$ cat src/rtl/turret_motor_drive_controller_defines.svh
// Assertion macros shared by the turret motor drive RTL.
`ifndef TURRET_MOTOR_DRIVE_CONTROLLER_DEFINES_SVH
`define TURRET_MOTOR_DRIVE_CONTROLLER_DEFINES_SVH

// Same-cycle implication.
`define TMDC_ASSERT_NOW(label, clk, rst_n, ante, cons, msg) \
	label: assert property (@(posedge clk) disable iff (!rst_n) (ante) |-> (cons)) else $error(msg);

// Next-cycle implication.
`define TMDC_ASSERT_NEXT(label, clk, rst_n, ante, cons, msg) \
	label: assert property (@(posedge clk) disable iff (!rst_n) (ante) |=> (cons)) else $error(msg);

`endif

$ cat src/rtl/tmdc_pkg.sv
package tmdc_pkg;

	localparam logic [7:0]  NEUTRAL_PWM    = 8'd127;
	localparam logic [6:0]  SERVO_MAX      = 7'd127;
	localparam logic [15:0] TOGGLE_LOCKOUT = 16'h8001;

	localparam int CFG_INDEX_W = 3;
	localparam int CFG_DATA_W  = 8;

	localparam logic [6:0] RST_SERVO_GAIN        = 7'd18;
	localparam logic [6:0] RST_MANUAL_SPEED      = 7'd64;
	localparam logic [6:0] RST_PULSE_POWER       = 7'd22;
	localparam logic [3:0] RST_PULSE_ON_TICKS    = 4'd2;
	localparam logic [3:0] RST_PULSE_OFF_TICKS   = 4'd10;
	localparam logic [6:0] RST_DEAD_BAND         = 7'd2;
	localparam logic [7:0] RST_PULSE_BAND        = 8'd14;
	localparam logic [7:0] RST_TOGGLE_HOLD_TICKS = 8'd20;

	typedef enum logic [CFG_INDEX_W-1:0] {
		REG_SERVO_GAIN        = 3'd0,
		REG_MANUAL_SPEED      = 3'd1,
		REG_PULSE_POWER       = 3'd2,
		REG_PULSE_ON_TICKS    = 3'd3,
		REG_PULSE_OFF_TICKS   = 3'd4,
		REG_DEAD_BAND         = 3'd5,
		REG_PULSE_BAND        = 3'd6,
		REG_TOGGLE_HOLD_TICKS = 3'd7
	} cfg_reg_t;

	typedef struct packed {
		logic [6:0] servo_gain;
		logic [6:0] manual_speed;
		logic [6:0] pulse_power;
		logic [3:0] pulse_on_ticks;
		logic [3:0] pulse_off_ticks;
		logic [6:0] dead_band;
		logic [7:0] pulse_band;
		logic [7:0] toggle_hold_ticks;
	} cfg_t;

	typedef struct packed {
		logic              left_button;
		logic              right_button;
		logic signed [7:0] pan_error;
		logic              target_seen;
		logic              cw_limit;
		logic              ccw_limit;
	} in_item_t;

	typedef struct packed {
		logic [7:0] motor_pwm;
		logic       sweep_enabled;
	} out_item_t;

endpackage

$ cat src/rtl/tmdc_sweep.sv
`include "turret_motor_drive_controller_defines.svh"

module tmdc_sweep (
	input  logic       clk,
	input  logic       arst_n,
	input  logic       step,
	input  logic       left_button,
	input  logic       right_button,
	input  logic [7:0] hold_ticks,
	output logic       sweep_q
);
	import tmdc_pkg::*;

	logic [15:0] count_q;
	logic [15:0] count_inc;
	logic [15:0] count_d;
	logic        sweep_d;
	logic        both;

	assign both      = left_button & right_button;
	assign count_inc = count_q + 16'd1;

	always_comb begin
		count_d = count_q;
		sweep_d = sweep_q;
		if (both) begin
			if ($signed(count_inc) >= $signed({8'd0, hold_ticks})) begin
				sweep_d = ~sweep_q;
				count_d = TOGGLE_LOCKOUT;
			end else begin
				count_d = count_inc;
			end
		end else begin
			count_d = 16'd0;
		end
	end

	always_ff @(posedge clk or negedge arst_n) begin
		if (!arst_n) begin
			count_q <= 16'd0;
			sweep_q <= 1'b0;
		end else if (step) begin
			count_q <= count_d;
			sweep_q <= sweep_d;
		end
	end

	`TMDC_ASSERT_NEXT(a_sweep_idle_hold, clk, arst_n, !step, $stable(sweep_q) && $stable(count_q), "sweep state moved without a transaction")
	`TMDC_ASSERT_NEXT(a_count_clear, clk, arst_n, step && !both, count_q == 16'd0, "hold counter not cleared on release")

endmodule

$ cat src/rtl/tmdc_drive.sv
`include "turret_motor_drive_controller_defines.svh"

module tmdc_drive (
	input  logic                clk,
	input  logic                arst_n,
	input  logic                step,
	input  tmdc_pkg::in_item_t  item,
	input  tmdc_pkg::cfg_t      cfg,
	output logic [7:0]          pwm_q
);
	import tmdc_pkg::*;

	logic [3:0]  countdown_q;
	logic        phase_on_q;
	logic [7:0]  pwm_d;
	logic [3:0]  countdown_d;
	logic        phase_on_d;
	logic        neg;
	logic [7:0]  err_u;
	logic [7:0]  mag;
	logic [14:0] prod;
	logic [9:0]  quot;
	logic [6:0]  servo_mag;
	logic [7:0]  manual_up;
	logic [7:0]  manual_dn;
	logic [7:0]  pulse_up;
	logic [7:0]  pulse_dn;
	logic [7:0]  servo_up;
	logic [7:0]  servo_dn;

	assign neg       = item.pan_error[7];
	assign err_u     = item.pan_error;
	assign mag       = neg ? (~err_u + 8'd1) : err_u;
	assign prod      = {7'd0, mag} * {8'd0, cfg.servo_gain};
	assign quot      = prod[14:5];
	assign servo_mag = (quot > {3'd0, SERVO_MAX}) ? SERVO_MAX : quot[6:0];
	assign manual_up = NEUTRAL_PWM + {1'b0, cfg.manual_speed};
	assign manual_dn = NEUTRAL_PWM - {1'b0, cfg.manual_speed};
	assign pulse_up  = NEUTRAL_PWM + {1'b0, cfg.pulse_power};
	assign pulse_dn  = NEUTRAL_PWM - {1'b0, cfg.pulse_power};
	assign servo_up  = NEUTRAL_PWM + {1'b0, servo_mag};
	assign servo_dn  = NEUTRAL_PWM - {1'b0, servo_mag};

	always_comb begin
		pwm_d       = pwm_q;
		countdown_d = countdown_q;
		phase_on_d  = phase_on_q;
		if (item.left_button != item.right_button) begin
			if (item.right_button) begin
				if (!(item.cw_limit && cfg.manual_speed != 7'd0)) begin
					pwm_d = manual_up;
				end
			end else begin
				if (!(item.ccw_limit && cfg.manual_speed != 7'd0)) begin
					pwm_d = manual_dn;
				end
			end
		end else if (item.target_seen && mag >= {1'b0, cfg.dead_band}) begin
			if (mag < cfg.pulse_band) begin
				if (mag != 8'd0) begin
					if (countdown_q == 4'd0) begin
						phase_on_d  = ~phase_on_q;
						countdown_d = phase_on_q ? cfg.pulse_off_ticks : cfg.pulse_on_ticks;
					end else begin
						countdown_d = countdown_q - 4'd1;
					end
					if (phase_on_d) begin
						pwm_d = neg ? pulse_dn : pulse_up;
					end else begin
						pwm_d = NEUTRAL_PWM;
					end
				end
			end else begin
				if (neg) begin
					if (!(item.ccw_limit && servo_mag != 7'd0)) begin
						pwm_d = servo_dn;
					end
				end else begin
					if (!(item.cw_limit && servo_mag != 7'd0)) begin
						pwm_d = servo_up;
					end
				end
			end
		end
	end

	always_ff @(posedge clk or negedge arst_n) begin
		if (!arst_n) begin
			pwm_q       <= NEUTRAL_PWM;
			countdown_q <= 4'd0;
			phase_on_q  <= 1'b0;
		end else if (step) begin
			pwm_q       <= pwm_d;
			countdown_q <= countdown_d;
			phase_on_q  <= phase_on_d;
		end
	end

	`TMDC_ASSERT_NEXT(a_drive_idle_hold, clk, arst_n, !step, $stable(pwm_q) && $stable(countdown_q) && $stable(phase_on_q), "drive state moved without a transaction")

endmodule

$ cat src/rtl/turret_motor_drive_controller.sv
// Turret pan motor drive. Takes one transaction per clock on the cmd channel while
// cmd_stall is low and returns one result per transaction on the res channel:
// the item is held in the input register while the drive and sweep logic
// evaluate it, and an advance then loads the state registers, which also serve as the
// result register. Sustained rate is one item per cycle while res_stall stays low;
// the input register takes one more item while a finished result waits. Configuration
// writes on cfg_write_en are registered into cfg_q and must only be issued while no
// transaction is in flight.
`include "turret_motor_drive_controller_defines.svh"

module turret_motor_drive_controller (
	input  logic                              clk,
	input  logic                              arst_n,
	input  logic                              cmd_valid,
	output logic                              cmd_stall,
	input  tmdc_pkg::in_item_t                cmd_data,
	output logic                              res_valid,
	input  logic                              res_stall,
	output tmdc_pkg::out_item_t               res_data,
	input  logic                              cfg_write_en,
	input  logic [tmdc_pkg::CFG_INDEX_W-1:0]  cfg_index,
	input  logic [tmdc_pkg::CFG_DATA_W-1:0]   cfg_data
);
	import tmdc_pkg::*;

	cfg_t       cfg_q;
	in_item_t   item_s1;
	logic       valid_s1;
	logic       res_valid_q;
	logic       advance;
	logic       accept;
	logic [7:0] pwm_q;
	logic       sweep_q;

	assign advance   = valid_s1 & (~res_valid_q | ~res_stall);
	assign cmd_stall = valid_s1 & ~advance;
	assign accept    = cmd_valid & ~cmd_stall;

	always_ff @(posedge clk or negedge arst_n) begin
		if (!arst_n) begin
			cfg_q.servo_gain        <= RST_SERVO_GAIN;
			cfg_q.manual_speed      <= RST_MANUAL_SPEED;
			cfg_q.pulse_power       <= RST_PULSE_POWER;
			cfg_q.pulse_on_ticks    <= RST_PULSE_ON_TICKS;
			cfg_q.pulse_off_ticks   <= RST_PULSE_OFF_TICKS;
			cfg_q.dead_band         <= RST_DEAD_BAND;
			cfg_q.pulse_band        <= RST_PULSE_BAND;
			cfg_q.toggle_hold_ticks <= RST_TOGGLE_HOLD_TICKS;
		end else if (cfg_write_en) begin
			unique case (cfg_reg_t'(cfg_index))
				REG_SERVO_GAIN:        cfg_q.servo_gain        <= cfg_data[6:0];
				REG_MANUAL_SPEED:      cfg_q.manual_speed      <= cfg_data[6:0];
				REG_PULSE_POWER:       cfg_q.pulse_power       <= cfg_data[6:0];
				REG_PULSE_ON_TICKS:    cfg_q.pulse_on_ticks    <= cfg_data[3:0];
				REG_PULSE_OFF_TICKS:   cfg_q.pulse_off_ticks   <= cfg_data[3:0];
				REG_DEAD_BAND:         cfg_q.dead_band         <= cfg_data[6:0];
				REG_PULSE_BAND:        cfg_q.pulse_band        <= cfg_data;
				REG_TOGGLE_HOLD_TICKS: cfg_q.toggle_hold_ticks <= cfg_data;
				default: ;
			endcase
		end
	end

	always_ff @(posedge clk or negedge arst_n) begin
		if (!arst_n) begin
			valid_s1    <= 1'b0;
			res_valid_q <= 1'b0;
		end else begin
			if (accept) begin
				valid_s1 <= 1'b1;
			end else if (advance) begin
				valid_s1 <= 1'b0;
			end
			if (advance) begin
				res_valid_q <= 1'b1;
			end else if (!res_stall) begin
				res_valid_q <= 1'b0;
			end
		end
	end

	always_ff @(posedge clk) begin
		if (accept) begin
			item_s1 <= cmd_data;
		end
	end

	tmdc_drive u_drive (
		.clk    (clk),
		.arst_n (arst_n),
		.step   (advance),
		.item   (item_s1),
		.cfg    (cfg_q),
		.pwm_q  (pwm_q)
	);

	tmdc_sweep u_sweep (
		.clk          (clk),
		.arst_n       (arst_n),
		.step         (advance),
		.left_button  (item_s1.left_button),
		.right_button (item_s1.right_button),
		.hold_ticks   (cfg_q.toggle_hold_ticks),
		.sweep_q      (sweep_q)
	);

	assign res_valid              = res_valid_q;
	assign res_data.motor_pwm     = pwm_q;
	assign res_data.sweep_enabled = sweep_q;

	`TMDC_ASSERT_NEXT(a_advance_gives_result, clk, arst_n, advance, res_valid, "processed transaction produced no result")
	`TMDC_ASSERT_NOW(a_no_overwrite, clk, arst_n, advance && res_valid_q, !res_stall, "result overwritten while stalled")

endmodule

$ cat config.mk
export PLATFORM = sky130hd
export DESIGN_NAME = turret_motor_drive_controller
export DESIGN_NICKNAME = d
export VERILOG_FILES = /design/src/rtl/tmdc_pkg.sv /design/src/rtl/tmdc_sweep.sv /design/src/rtl/tmdc_drive.sv /design/src/rtl/turret_motor_drive_controller.sv
export VERILOG_INCLUDE_DIRS = /design/src /design/src/rtl
export SDC_FILE = /design/constraint.sdc
export NUM_CORES = 1
export LEC_CHECK = 0
export CAP_MARGIN = 15
export CORE_MARGIN = 4
export CORE_UTILIZATION = 37
export DETAILED_ROUTE_END_ITERATION = 7
export DONT_BUFFER_PORTS = 1
export SYNTH_ARGS = -nofsm -noshare
export SYNTH_HDL_FRONTEND = slang
export SYNTH_SLANG_ARGS = --single-unit
$ cat constraint.sdc
create_clock -name clk -period 21.4 [get_ports clk]
set_clock_uncertainty 0.1 [all_clocks]
set_input_delay 1.07 -clock clk [delete_from_list [all_inputs] [get_ports clk]]
set_output_delay 1.07 -clock clk [all_outputs]
set_load 0.005 [all_outputs]
# Word-level counts from Yosys, hierarchy flattened
# Cells that the tools add are included.
[word_totals] reg_bits=97 latchBits=0 n_memories=0 romBits=0 output_inout_bits=11 mem_bits_rw=0 elab_cells=112
[op_classes] div_mod_pow=0 bitwise=13 eq_ne=14 muxes=27 shift=0 addsub=9 magnitude_cmp=4 reduce_logical=23 multipliers=1
[ops] op="two-way mux 8 bit" count=13
[ops] op="two-way mux 16 bit" count=2
[ops] op="adder 7 x 7 -> 8 bit (first input constant)" count=3
[ops] op="subtractor 7 x 7 -> 8 bit (first input constant)" count=3
[ops] op="adder 16 x 1 -> 16 bit (second input constant)" count=1
[ops] op=">= comparator 16 x 9 -> 1 bit" count=1
[ops] op="AND reduction 2 bit" count=8
[ops] op="multiplier 8 x 7 -> 15 bit" count=1
[ops] op="nonzero test 7 bit" count=2
[ops] op="== test 3 bit (second input constant)" count=4
[ops] op="> comparator 10 x 7 -> 1 bit (second input constant)" count=1
[ops] op="two-way mux 1 bit" count=9
[ops] op="adder 8 x 1 -> 8 bit (second input constant)" count=1
[ops] op=">= comparator 8 x 7 -> 1 bit" count=1
[ops] op="less-than comparator 8 bit" count=1
[ops] op="two-way mux 4 bit" count=2
[ops] op="!= test 4 x 2 -> 1 bit (second input constant)" count=2
[ops] op="NOT 8 bit" count=1
[ops] op="nonzero test 8 bit" count=1
[ops] op="two-way mux 7 bit" count=1
[ops] op="NOT 1 bit" count=7
[ops] op="AND reduction 7 bit" count=1
[ops] op="== test 3 x 2 -> 1 bit (second input constant)" count=2
[ops] op="!= test 3 bit (second input constant)" count=2
[ops] op="13 further kinds" count=21

# Longest topological paths before layout
# Gate-level depths: netlist (run 1).
[logic_depth] ltp_word=13 mapped_depth=30 ltp_nobuf=28

# Hierarchy
# From an unflattened synthesis (run 1), not the netlist that was laid out.
[hier_totals] cells_unflattened=786 hier_area_um2=7802.5
[by_module_without_submodules] module="tmdc_drive" area_per_inst_um2=3942.5 seq_area_each_um2=334.1 instances=1 cells_each=483
[by_module_without_submodules] module="turret_motor_drive_controller" area_per_inst_um2=2523.7 seq_area_each_um2=1760.4 instances=1 cells_each=140
[by_module_without_submodules] module="tmdc_sweep" area_per_inst_um2=1336.3 seq_area_each_um2=425.4 instances=1 cells_each=163

# Worst setup path before layout (run 1)
# OpenSTA, ideal clock, no wires.
[synth_timing] kind="register to register" startpoint="reg item_s1[3] (netlist name)" endpoint="reg u_drive.pwm_q[6]" path_stages_with_launch=29 n_path_buf=2 t_arrival_ps=6653 path_slack_ps=14550 setup_time_ps=97 path_cell_list="edfxtp_1 -> buf_6 -> inv_1 -> ha_1 -> or2b_2 -> xnor2_1 -> nand2_1 -> fa_1 -> fa_1 -> inv_1 -> fa_1 -> inv_1 -> fa_1 -> inv_1 -> ha_1 -> buf_2 -> a21o_1 -> a22o_2 -> a2111oi_4 -> o41ai_2 -> xnor2_2 -> nand3_2 -> nor2_1 -> ha_1 -> o31ai_1 -> a311oi_1 -> nor3_1 -> o41ai_1 -> a22oi_1"
[synth_between] elab_chain_cells=12 elab_cells_between_ends=26 classes_between="add/sub (3); mul (1); order compare (3); eq/ne (3); mux (8); bitwise (1); reduce/logical (7)"
[synth_lines] item="from (decl)" line="turret_motor_drive_controller.sv:27" rtl="in_item_t item_s1;"
[synth_lines] item="from (signal assigned)" line="turret_motor_drive_controller.sv:84" rtl="item_s1 <= cmd_data;"
[synth_lines] item="NOT 8 bit" line="tmdc_drive.sv:33" rtl="assign mag = neg ? (~err_u + 8'd1) : err_u;"
[synth_lines] item="adder 8 x 1 -> 8 bit" line="tmdc_drive.sv:33"
[synth_lines] item="two-way mux 8 bit *" line="tmdc_drive.sv:33"
[synth_lines] item="multiplier 8 x 7 -> 15 bit" line="tmdc_drive.sv:34" rtl="assign prod = {7'd0, mag} * {8'd0, cfg.servo_gain};"
[synth_lines] item="> comparator 10 x 7 -> 1 bit" line="tmdc_drive.sv:36" rtl="assign servo_mag = (quot > {3'd0, SERVO_MAX}) ? SERVO_MAX : quot[6:0];"
[synth_lines] item="two-way mux 7 bit" line="tmdc_drive.sv:36"
[synth_lines] item="adder 7 x 7 -> 8 bit / subtractor 7 x 7 -> 8 bit (equally long branches)" line="tmdc_drive.sv:41, tmdc_drive.sv:42"
[synth_lines] item="two-way mux 8 bit (on tied branches)" line="tmdc_drive.sv:79, tmdc_drive.sv:75"
[synth_lines] item="two-way mux 8 bit" line="tmdc_drive.sv:74" rtl="if (neg) begin"
[synth_lines] item="two-way mux 8 bit" line="tmdc_drive.sv:59" rtl="if (mag < cfg.pulse_band) begin"
[synth_lines] item="two-way mux 8 bit" line="tmdc_drive.sv:58" rtl="end else if (item.target_seen && mag >= {1'b0, cfg.dead_band}) begin"
[synth_lines] item="two-way mux 8 bit" line="tmdc_drive.sv:48" rtl="if (item.left_button != item.right_button) begin"
[synth_lines] item="to (signal assigned)" line="tmdc_drive.sv:93" rtl="pwm_q <= pwm_d;"
[synth_lines] item="to (decl)" line="tmdc_drive.sv:9" rtl="output logic [7:0] pwm_q"
# Mark *: on every way between the ends. The rest lies on a longest branch, timed or not. The select of a mux whose other input is x is not followed.
# A chain may end at the register's enable or synchronous reset.

# Worst setup path in the final report (run 1)
[layout_timing] startpoint="reg item_s1[10] (netlist name)" endpoint="reg u_drive.pwm_q[6]"
[layout_between] elab_chain_cells=12 elab_cells_between_ends=29 classes_between="add/sub (3); mul (1); order compare (3); eq/ne (3); mux (11); bitwise (1); reduce/logical (7)"
[layout_lines] item="NOT 8 bit" line="tmdc_drive.sv:33"
[layout_lines] item="adder 8 x 1 -> 8 bit" line="tmdc_drive.sv:33"
[layout_lines] item="two-way mux 8 bit" line="tmdc_drive.sv:33"
[layout_lines] item="multiplier 8 x 7 -> 15 bit" line="tmdc_drive.sv:34"
[layout_lines] item="> comparator 10 x 7 -> 1 bit" line="tmdc_drive.sv:36"
[layout_lines] item="two-way mux 7 bit" line="tmdc_drive.sv:36"
[layout_lines] item="adder 7 x 7 -> 8 bit / subtractor 7 x 7 -> 8 bit (equally long branches)" line="tmdc_drive.sv:41, tmdc_drive.sv:42"
[layout_lines] item="two-way mux 8 bit (on tied branches)" line="tmdc_drive.sv:79, tmdc_drive.sv:75"
[layout_lines] item="two-way mux 8 bit" line="tmdc_drive.sv:74"
[layout_lines] item="two-way mux 8 bit" line="tmdc_drive.sv:59"
[layout_lines] item="two-way mux 8 bit" line="tmdc_drive.sv:58"
[layout_lines] item="two-way mux 8 bit" line="tmdc_drive.sv:48"
# Parallel ways exist; a longest one is shown, timed or not. The select of a mux whose other input is x is not followed.

==> results of run 1 <==
-- area by class of cell --
class / count / share of cell area [%]
multi-input combinational: 573 / 58.11
sequential: 97 / 30.77
tap: 270 / 4.125
inverter: 69 / 3.162
clock buffer: 10 / 2.918
clock inverter: 6 / 0.7638
timing repair buffer: 2 / 0.1528
-- synth_stat cells (all sizes together), types with 14 or more instances --
master	instances	share of area [%]
inv	69	3.4
ha	63	10
dfrtp	62	20
mux2	56	8.3
nand2	55	2.7
o21ai	42	2.9
nor2	33	1.6
fa	28	7.3
and2	24	2.0
a21oi	23	1.7
dfstp	22	7.5
nor3	22	1.5
xnor2	19	2.3
nor2b	18	1.5
nand3	17	1.2
a21o	14	1.4
clkbuf	14	0.86
xor2	14	1.6
-- critical path, stage by stage (launching register included) --
cell	delay (ns)
edfxtp_1	0.94
or2b_2	0.36
xnor2_1	0.64
nand2_1	0.16
fa_1	0.48
fa_1	0.56
inv_1	0.06
fa_1	0.53
inv_1	0.06
fa_1	0.52
inv_1	0.04
ha_1	0.38
a21o_1	0.21
a22o_2	0.31
a2111oi_4	0.42
o41ai_2	0.15
xnor2_2	0.19
nand3_2	0.20
nor2_1	0.21
ha_1	0.20
o31ai_1	0.09
a311oi_1	0.34
nor3_1	0.08
o41ai_1	0.37
a22oi_1	0.11
-- power groups by stage --
stage | registers, uW | logic, uW | clock network, uW
2_1_floorplan | 257 | 512 | 0
3_3_place_gp | 274 | 617 | 0
3_5_place_dp | 275 | 618 | 0
4_1_cts | 271 | 621 | 166
5_1_grt | 278 | 710 | 173
6_report | 271 | 619 | 161
-- through the flow --
stage                     cell area (um^2)  std cells  hold WS, ns
final                                 8190       1027       0.3093
after global routing                  8190       1027       0.2886
after CTS                             8185       1026       0.3031
after detailed placement              7884       1010       0.3791
after global placement                7884       1010       0.3754
after floorplan                       7680        763       0.3428
-- worst paths after layout --
check / to / startpoint / cells past startpoint / slack, ns
min: cfg_q[5] / arst_n / 0 / 0.31
max: u_drive.pwm_q[6] / item_s1[10] / 24 / 13.60
min in group clk: u_drive.pwm_q[1] / u_drive.pwm_q[1] / 2 / 0.38
max in group asynchronous: u_drive.pwm_q[3] / arst_n / 0 / 20.67
max reg2reg: u_drive.pwm_q[6] / item_s1[10] / 24 / 13.60
min reg2reg: u_drive.pwm_q[1] / u_drive.pwm_q[1] / 2 / 0.38
-- placed cells by master (no fill, tap or decap), types with 8 or more instances in the layout --
cell / Yosys / final
a21o_1: 12 / 12
a21oi_1: 21 / 21
a31oi_1: 9 / 9
and2_1: 20 / 20
clkbuf_16: 0 / 9
dfrtp_1: 62 / 62
dfstp_2: 22 / 22
edfxtp_1: 13 / 13
fa_1: 28 / 28
ha_1: 63 / 63
inv_1: 69 / 69
mux2_2: 54 / 54
nand2_1: 55 / 55
nand3_1: 16 / 16
nor2_1: 33 / 33
nor2b_1: 18 / 18
nor3_1: 21 / 21
nor4_1: 8 / 8
o21ai_0: 39 / 39
xnor2_1: 18 / 18
xor2_1: 14 / 14
-- logic make-up (layout without fill, tap and decap cells) --
logic type	Yosys count	in the layout	share of synthesized area, %
compound gates	152	152	14.16
xor+xnor	33	33	3.861
simple gates	235	235	17.30
buf+inv	93	87	5.213
flops	97	97	32.81
mux	62	62	9.091
fa+ha+maj	91	91	17.56
-- layer usage --
layer  vias to the layer above  share of wire, %
met1                      2636                47
met4                         2               1.4
met3                        20               3.4
met5                         -             0.076
li1                       2687                 -
met2                        82                48
-- registers in the layout (all words and copies together), names as in the netlist --
| register | flops |
|---|---|
| item_s1 | 13 |
| valid_s1 | 1 |
| cfg_q | 52 |
| u_drive.countdown_q | 4 |
| u_drive.pwm_q | 8 |
| res_valid | 1 |
| u_sweep.sweep_q | 1 |
| u_drive.phase_on_q | 1 |
| u_sweep.count_q | 16 |
==> flow_summary.toml, run 1 <==
[timing]
rsz0062_at_grt = "false"
period_share_pct = 36.43
fmax_mhz = 128.3
slew-limit-headroom_pct = 25.08
hold_viol = 0
setup_viol = 0
fin_setup_tns_ns = 0
finalMaxSlewViolations = 0
worstMarginPinSlew_ns = 1.121
fin_ws_ns = 13.60
min_period_ns = 7.797

[routing]
postRouteAntennaNets = 0
drt-total-wl_um = 17160
viasPerCell = 5.284
drc = 0
num_vias = 5427
drt_iter0_drc = 225
wl_per_cell_um = 16.70
dr.pass1.iters = 5

[yosys]
yosysWarnings = 0
ys_seq_elements = 97
avgSynthCellArea_um2 = 10.07
ys_types = 92
yosysSeqAreaShare_pct = 32.81
synth_edf_count = 13
synth-async-reset-ratio_pct = 86.60
syn_nets = 883
synth_cells = 763
synth_area_um2 = 7680
synth_flop_cell = "dfrtp_1"

[run]
cap_violations = 0

[clock_network]
cts_sinks = 97
ctsResizeCount = 0
worstSkewPairLatency_ns = 0.35
clk_path_buf_depth = 2
clockRootBuffer = "clkbuf_16"
post-cts-setup-buffers = 0
cts_tree = "done"
clk_pin_slew_ns = 0.07
cts_hold_buf = 0
cts_max_level = 3
numCtsBuffers = 9

[global_route]
grt_max_degree = 85
grt_usage_pct = 15.08
busiest_layer = "met2"
gr-usage-met3_pct = 2.787
grt_pass1_vias = 5534
overflow = 0
grt_pass1_wl_um = 29130
grt_use_met2_pct = 25.55
antenna_found_initial = 1
grt_use_met1_pct = 20.35

[finish]
nNetsFinal = 872
syn_to_final_growth_pct = 6.647
antenna_cells = 0
drive_gt1_share_pct = 18.49
regArea_um2 = 2520
fill_cells = 2001
multi_input_area_um2 = 4760
finish.utilization_pct = 40.35

[worst_setup_path]
cp-end-kind = "flop"
crit_fanout = 27
crit_arrival_ns = 7.95
worstSetupPathType = "flop to flop"
worst_ep_required_time_ns = 21.55
worstSetupStartpointType = "flop"

[power_and_ir_drop]
swShare_pct = 44.09
p_sw_uw = 463.0
vdd.ir_drop.worst_mv = 0.05709
total_power_uw = 1050
pwr-share-comb_pct = 58.9
p_int_uw = 587.0
seq_power_share_pct = 25.8
clkPwrFrac_pct = 15.3
pwr_density_cell_nw_per_um2 = 128.2
leakagePower_uw = 0.003627

[floorplanning]
dieArea_um2 = 23130
initial_core_util_pct = 37.83
boundaryPins = 40
die_x_um = 152.1
fp.dieH_um = 152.1
fp-row-count = 52
core_um2 = 20300

[place]
gp_congestion = 0.8447
portBuffers = 0
hpwl_um = 13190
dp_slack_ns = 13.65

[run_status]
status = "finished, final reports clean"

[hold_path]
hp-class = "input pin to asynchronous set/reset pin"
Power figures use the tool's default switching activity.
==> run 2, diff against run 1 <==
==> constraint.sdc (replaced) <==
create_clock -name clk -period 7.8 [get_ports clk]
set_clock_uncertainty 0.1 [all_clocks]
set_input_delay 0.39 -clock clk [delete_from_list [all_inputs] [get_ports clk]]
set_output_delay 0.39 -clock clk [all_outputs]
set_load 0.005 [all_outputs]
==> flow_summary.toml, run 2 (synthesis results as in run 1) <==
[finish]
syn_to_final_growth_pct = 7.592
top_register = "cfg_q"
final_common_cell = "inv_1"
largest_reg_flops = 52
final_cell_mix = "69 x inv_1, 63 x ha_1, 62 x dfrtp_1, 55 x nand2_1, 54 x mux2_2"
final_cells = 1034
reg_top3 = "cfg_q x52, u_sweep.count_q x16, item_s1 x13"
nNetsFinal = 878
drive_gt1_share_pct = 19.13

[hold_path]
hp-class = "input pin to flop"
holdCritStartpoint = "cmd_data[0]"
min_to = "item_s1[0]"
worstHoldPathCells = 0

[routing]
postRouteAntennaNets = 0
drt_iter0_drc = 257
drc = 0
drt-total-wl_um = 17490
viasPerCell = 5.328
wl_per_cell_um = 16.92
dr.pass1.iters = 5
num_vias = 5509

[worst_setup_path]
r2r_start = "item_s1[3]"
rrSetupSlack_ns = 0.56
crit_arrival_ns = 7.42
worstSetupStartpointType = "flop"
worst_ep_required_time_ns = 7.97
crit_fanout = 10
rr_endpoint = "u_drive.pwm_q[6]"
cp-end-kind = "flop"
worstSetupPathType = "flop to flop"
r2r_cells = 26

[global_route]
antenna_found_initial = 1
grt_usage_pct = 15.43
grt_pass1_wl_um = 29500
grt_pass1_vias = 5616
overflow = 0
grt_max_degree = 85

[floorplanning]
boundaryPins = 40
core_um2 = 20300
dieArea_um2 = 23130
die_x_um = 152.1
fp-row-count = 52
fp.dieH_um = 152.1
initial_core_util_pct = 37.83

[run]
cap_violations = 0

[timing]
slew-limit-headroom_pct = 26.26
rsz0062_at_grt = "false"
fmax_mhz = 138.1
min_period_ns = 7.243
hold_viol = 0
fin_setup_tns_ns = 0
worstMarginPinSlew_ns = 1.098
period_share_pct = 92.86
finalMaxSlewViolations = 0
setup_viol = 0

[clock_network]
cts_max_level = 3
cts_sinks = 97
worstSkewPairLatency_ns = 0.36
cts_tree = "done"
clk_pin_slew_ns = 0.08
post-cts-setup-buffers = 0
numCtsBuffers = 9
clk_path_buf_depth = 2
clockRootBuffer = "clkbuf_16"

[place]
hpwl_um = 13400
portBuffers = 0
gp_congestion = 0.8320
dp_cells = 1015

[power_and_ir_drop]
leakagePower_uw = 0.003672
total_power_uw = 2931
vdd.ir_drop.worst_mv = 0.1491
pwr_density_cell_nw_per_um2 = 354.8

[run_status]
status = "finished, final reports clean"
[run 2: layout make-up]
class | count | area (um^2)
repair buffers | 8 | 82.58
well taps | 270 | 337.8
clock buffers | 10 | 239.0
clock inverters | 6 | 55.05
multi-input cells | 573 | 4767
flip-flops and latches | 97 | 2520
inverters | 69 | 259.0
diodes | 1 | 2.502
fillers | 2013 | 12040
[run 2: what timing repair did]
| item | CTS | global route |
|---|---|---|
| setup endpoints to repair | 0 | 1 |
| resized for setup | 0 | 1 |
| hold buffers | 2 | 0 |
| hold endpoints to repair | 84 | 0 |
[run 2: worst max-delay path by stage]
stage / start / to
6_report: item_s1[3] / u_drive.pwm_q[6]
5_1_grt: item_s1[3] / u_drive.pwm_q[6]
4_1_cts: item_s1[3] / u_drive.pwm_q[6]
3_5_place_dp: item_s1[3] / u_drive.pwm_q[6]
3_3_place_gp: item_s1[3] / u_drive.pwm_q[6]
2_1_floorplan: item_s1[3] / u_drive.pwm_q[6]
[run 2: report_power, final]
part | total (uW) | internal, uW | switching, uW
logic | 1740 | 747 | 996
clock network | 451 | 232 | 219
registers | 737 | 640 | 97.8
[run 2: metrics by stage]
step           utilization (%)  setup WS (ns)  hold WS, ns  cell area, um^2
2_1_floorplan                -         0.9505    -0.005591             7680
3_3_place_gp             39.02         0.6417    -0.001442             7921
3_5_place_dp             39.02         0.4675    -0.001653             7921
4_1_cts                  40.66         0.4306      0.01072             8253
5_1_grt                  40.69        0.08063     0.001772             8260
6_report                 40.71         0.5570      0.02478             8263
[run 2: critical path, stage by stage (launching register included)]
cell and delay [ns]:
edfxtp_1 0.52, inv_1 0.13, ha_1 0.24, or2b_2 0.32, xnor2_2 0.27, nand2_1 0.12
fa_1 0.47, fa_1 0.54, inv_1 0.05, fa_1 0.53, inv_1 0.06, fa_1 0.53
inv_1 0.04, ha_1 0.38, a21o_1 0.21, a22o_2 0.30, a2111oi_4 0.42, o41ai_2 0.15
xnor2_2 0.19, nand3_2 0.21, nor2_1 0.21, ha_1 0.20, o31ai_1 0.09, a311oi_1 0.32
nor3_1 0.08, o41ai_1 0.36, a22oi_1 0.11
[run 2: per-layer routing]
metal  wire length (um)  track usage [%]  vias to the layer above
met5                  7                0                        -
met4                178            3.082                        2
met3                499            2.844                       19
met2               8571            26.23                       64
met1               8236            20.74                     2724
li1                   -                -                     2700
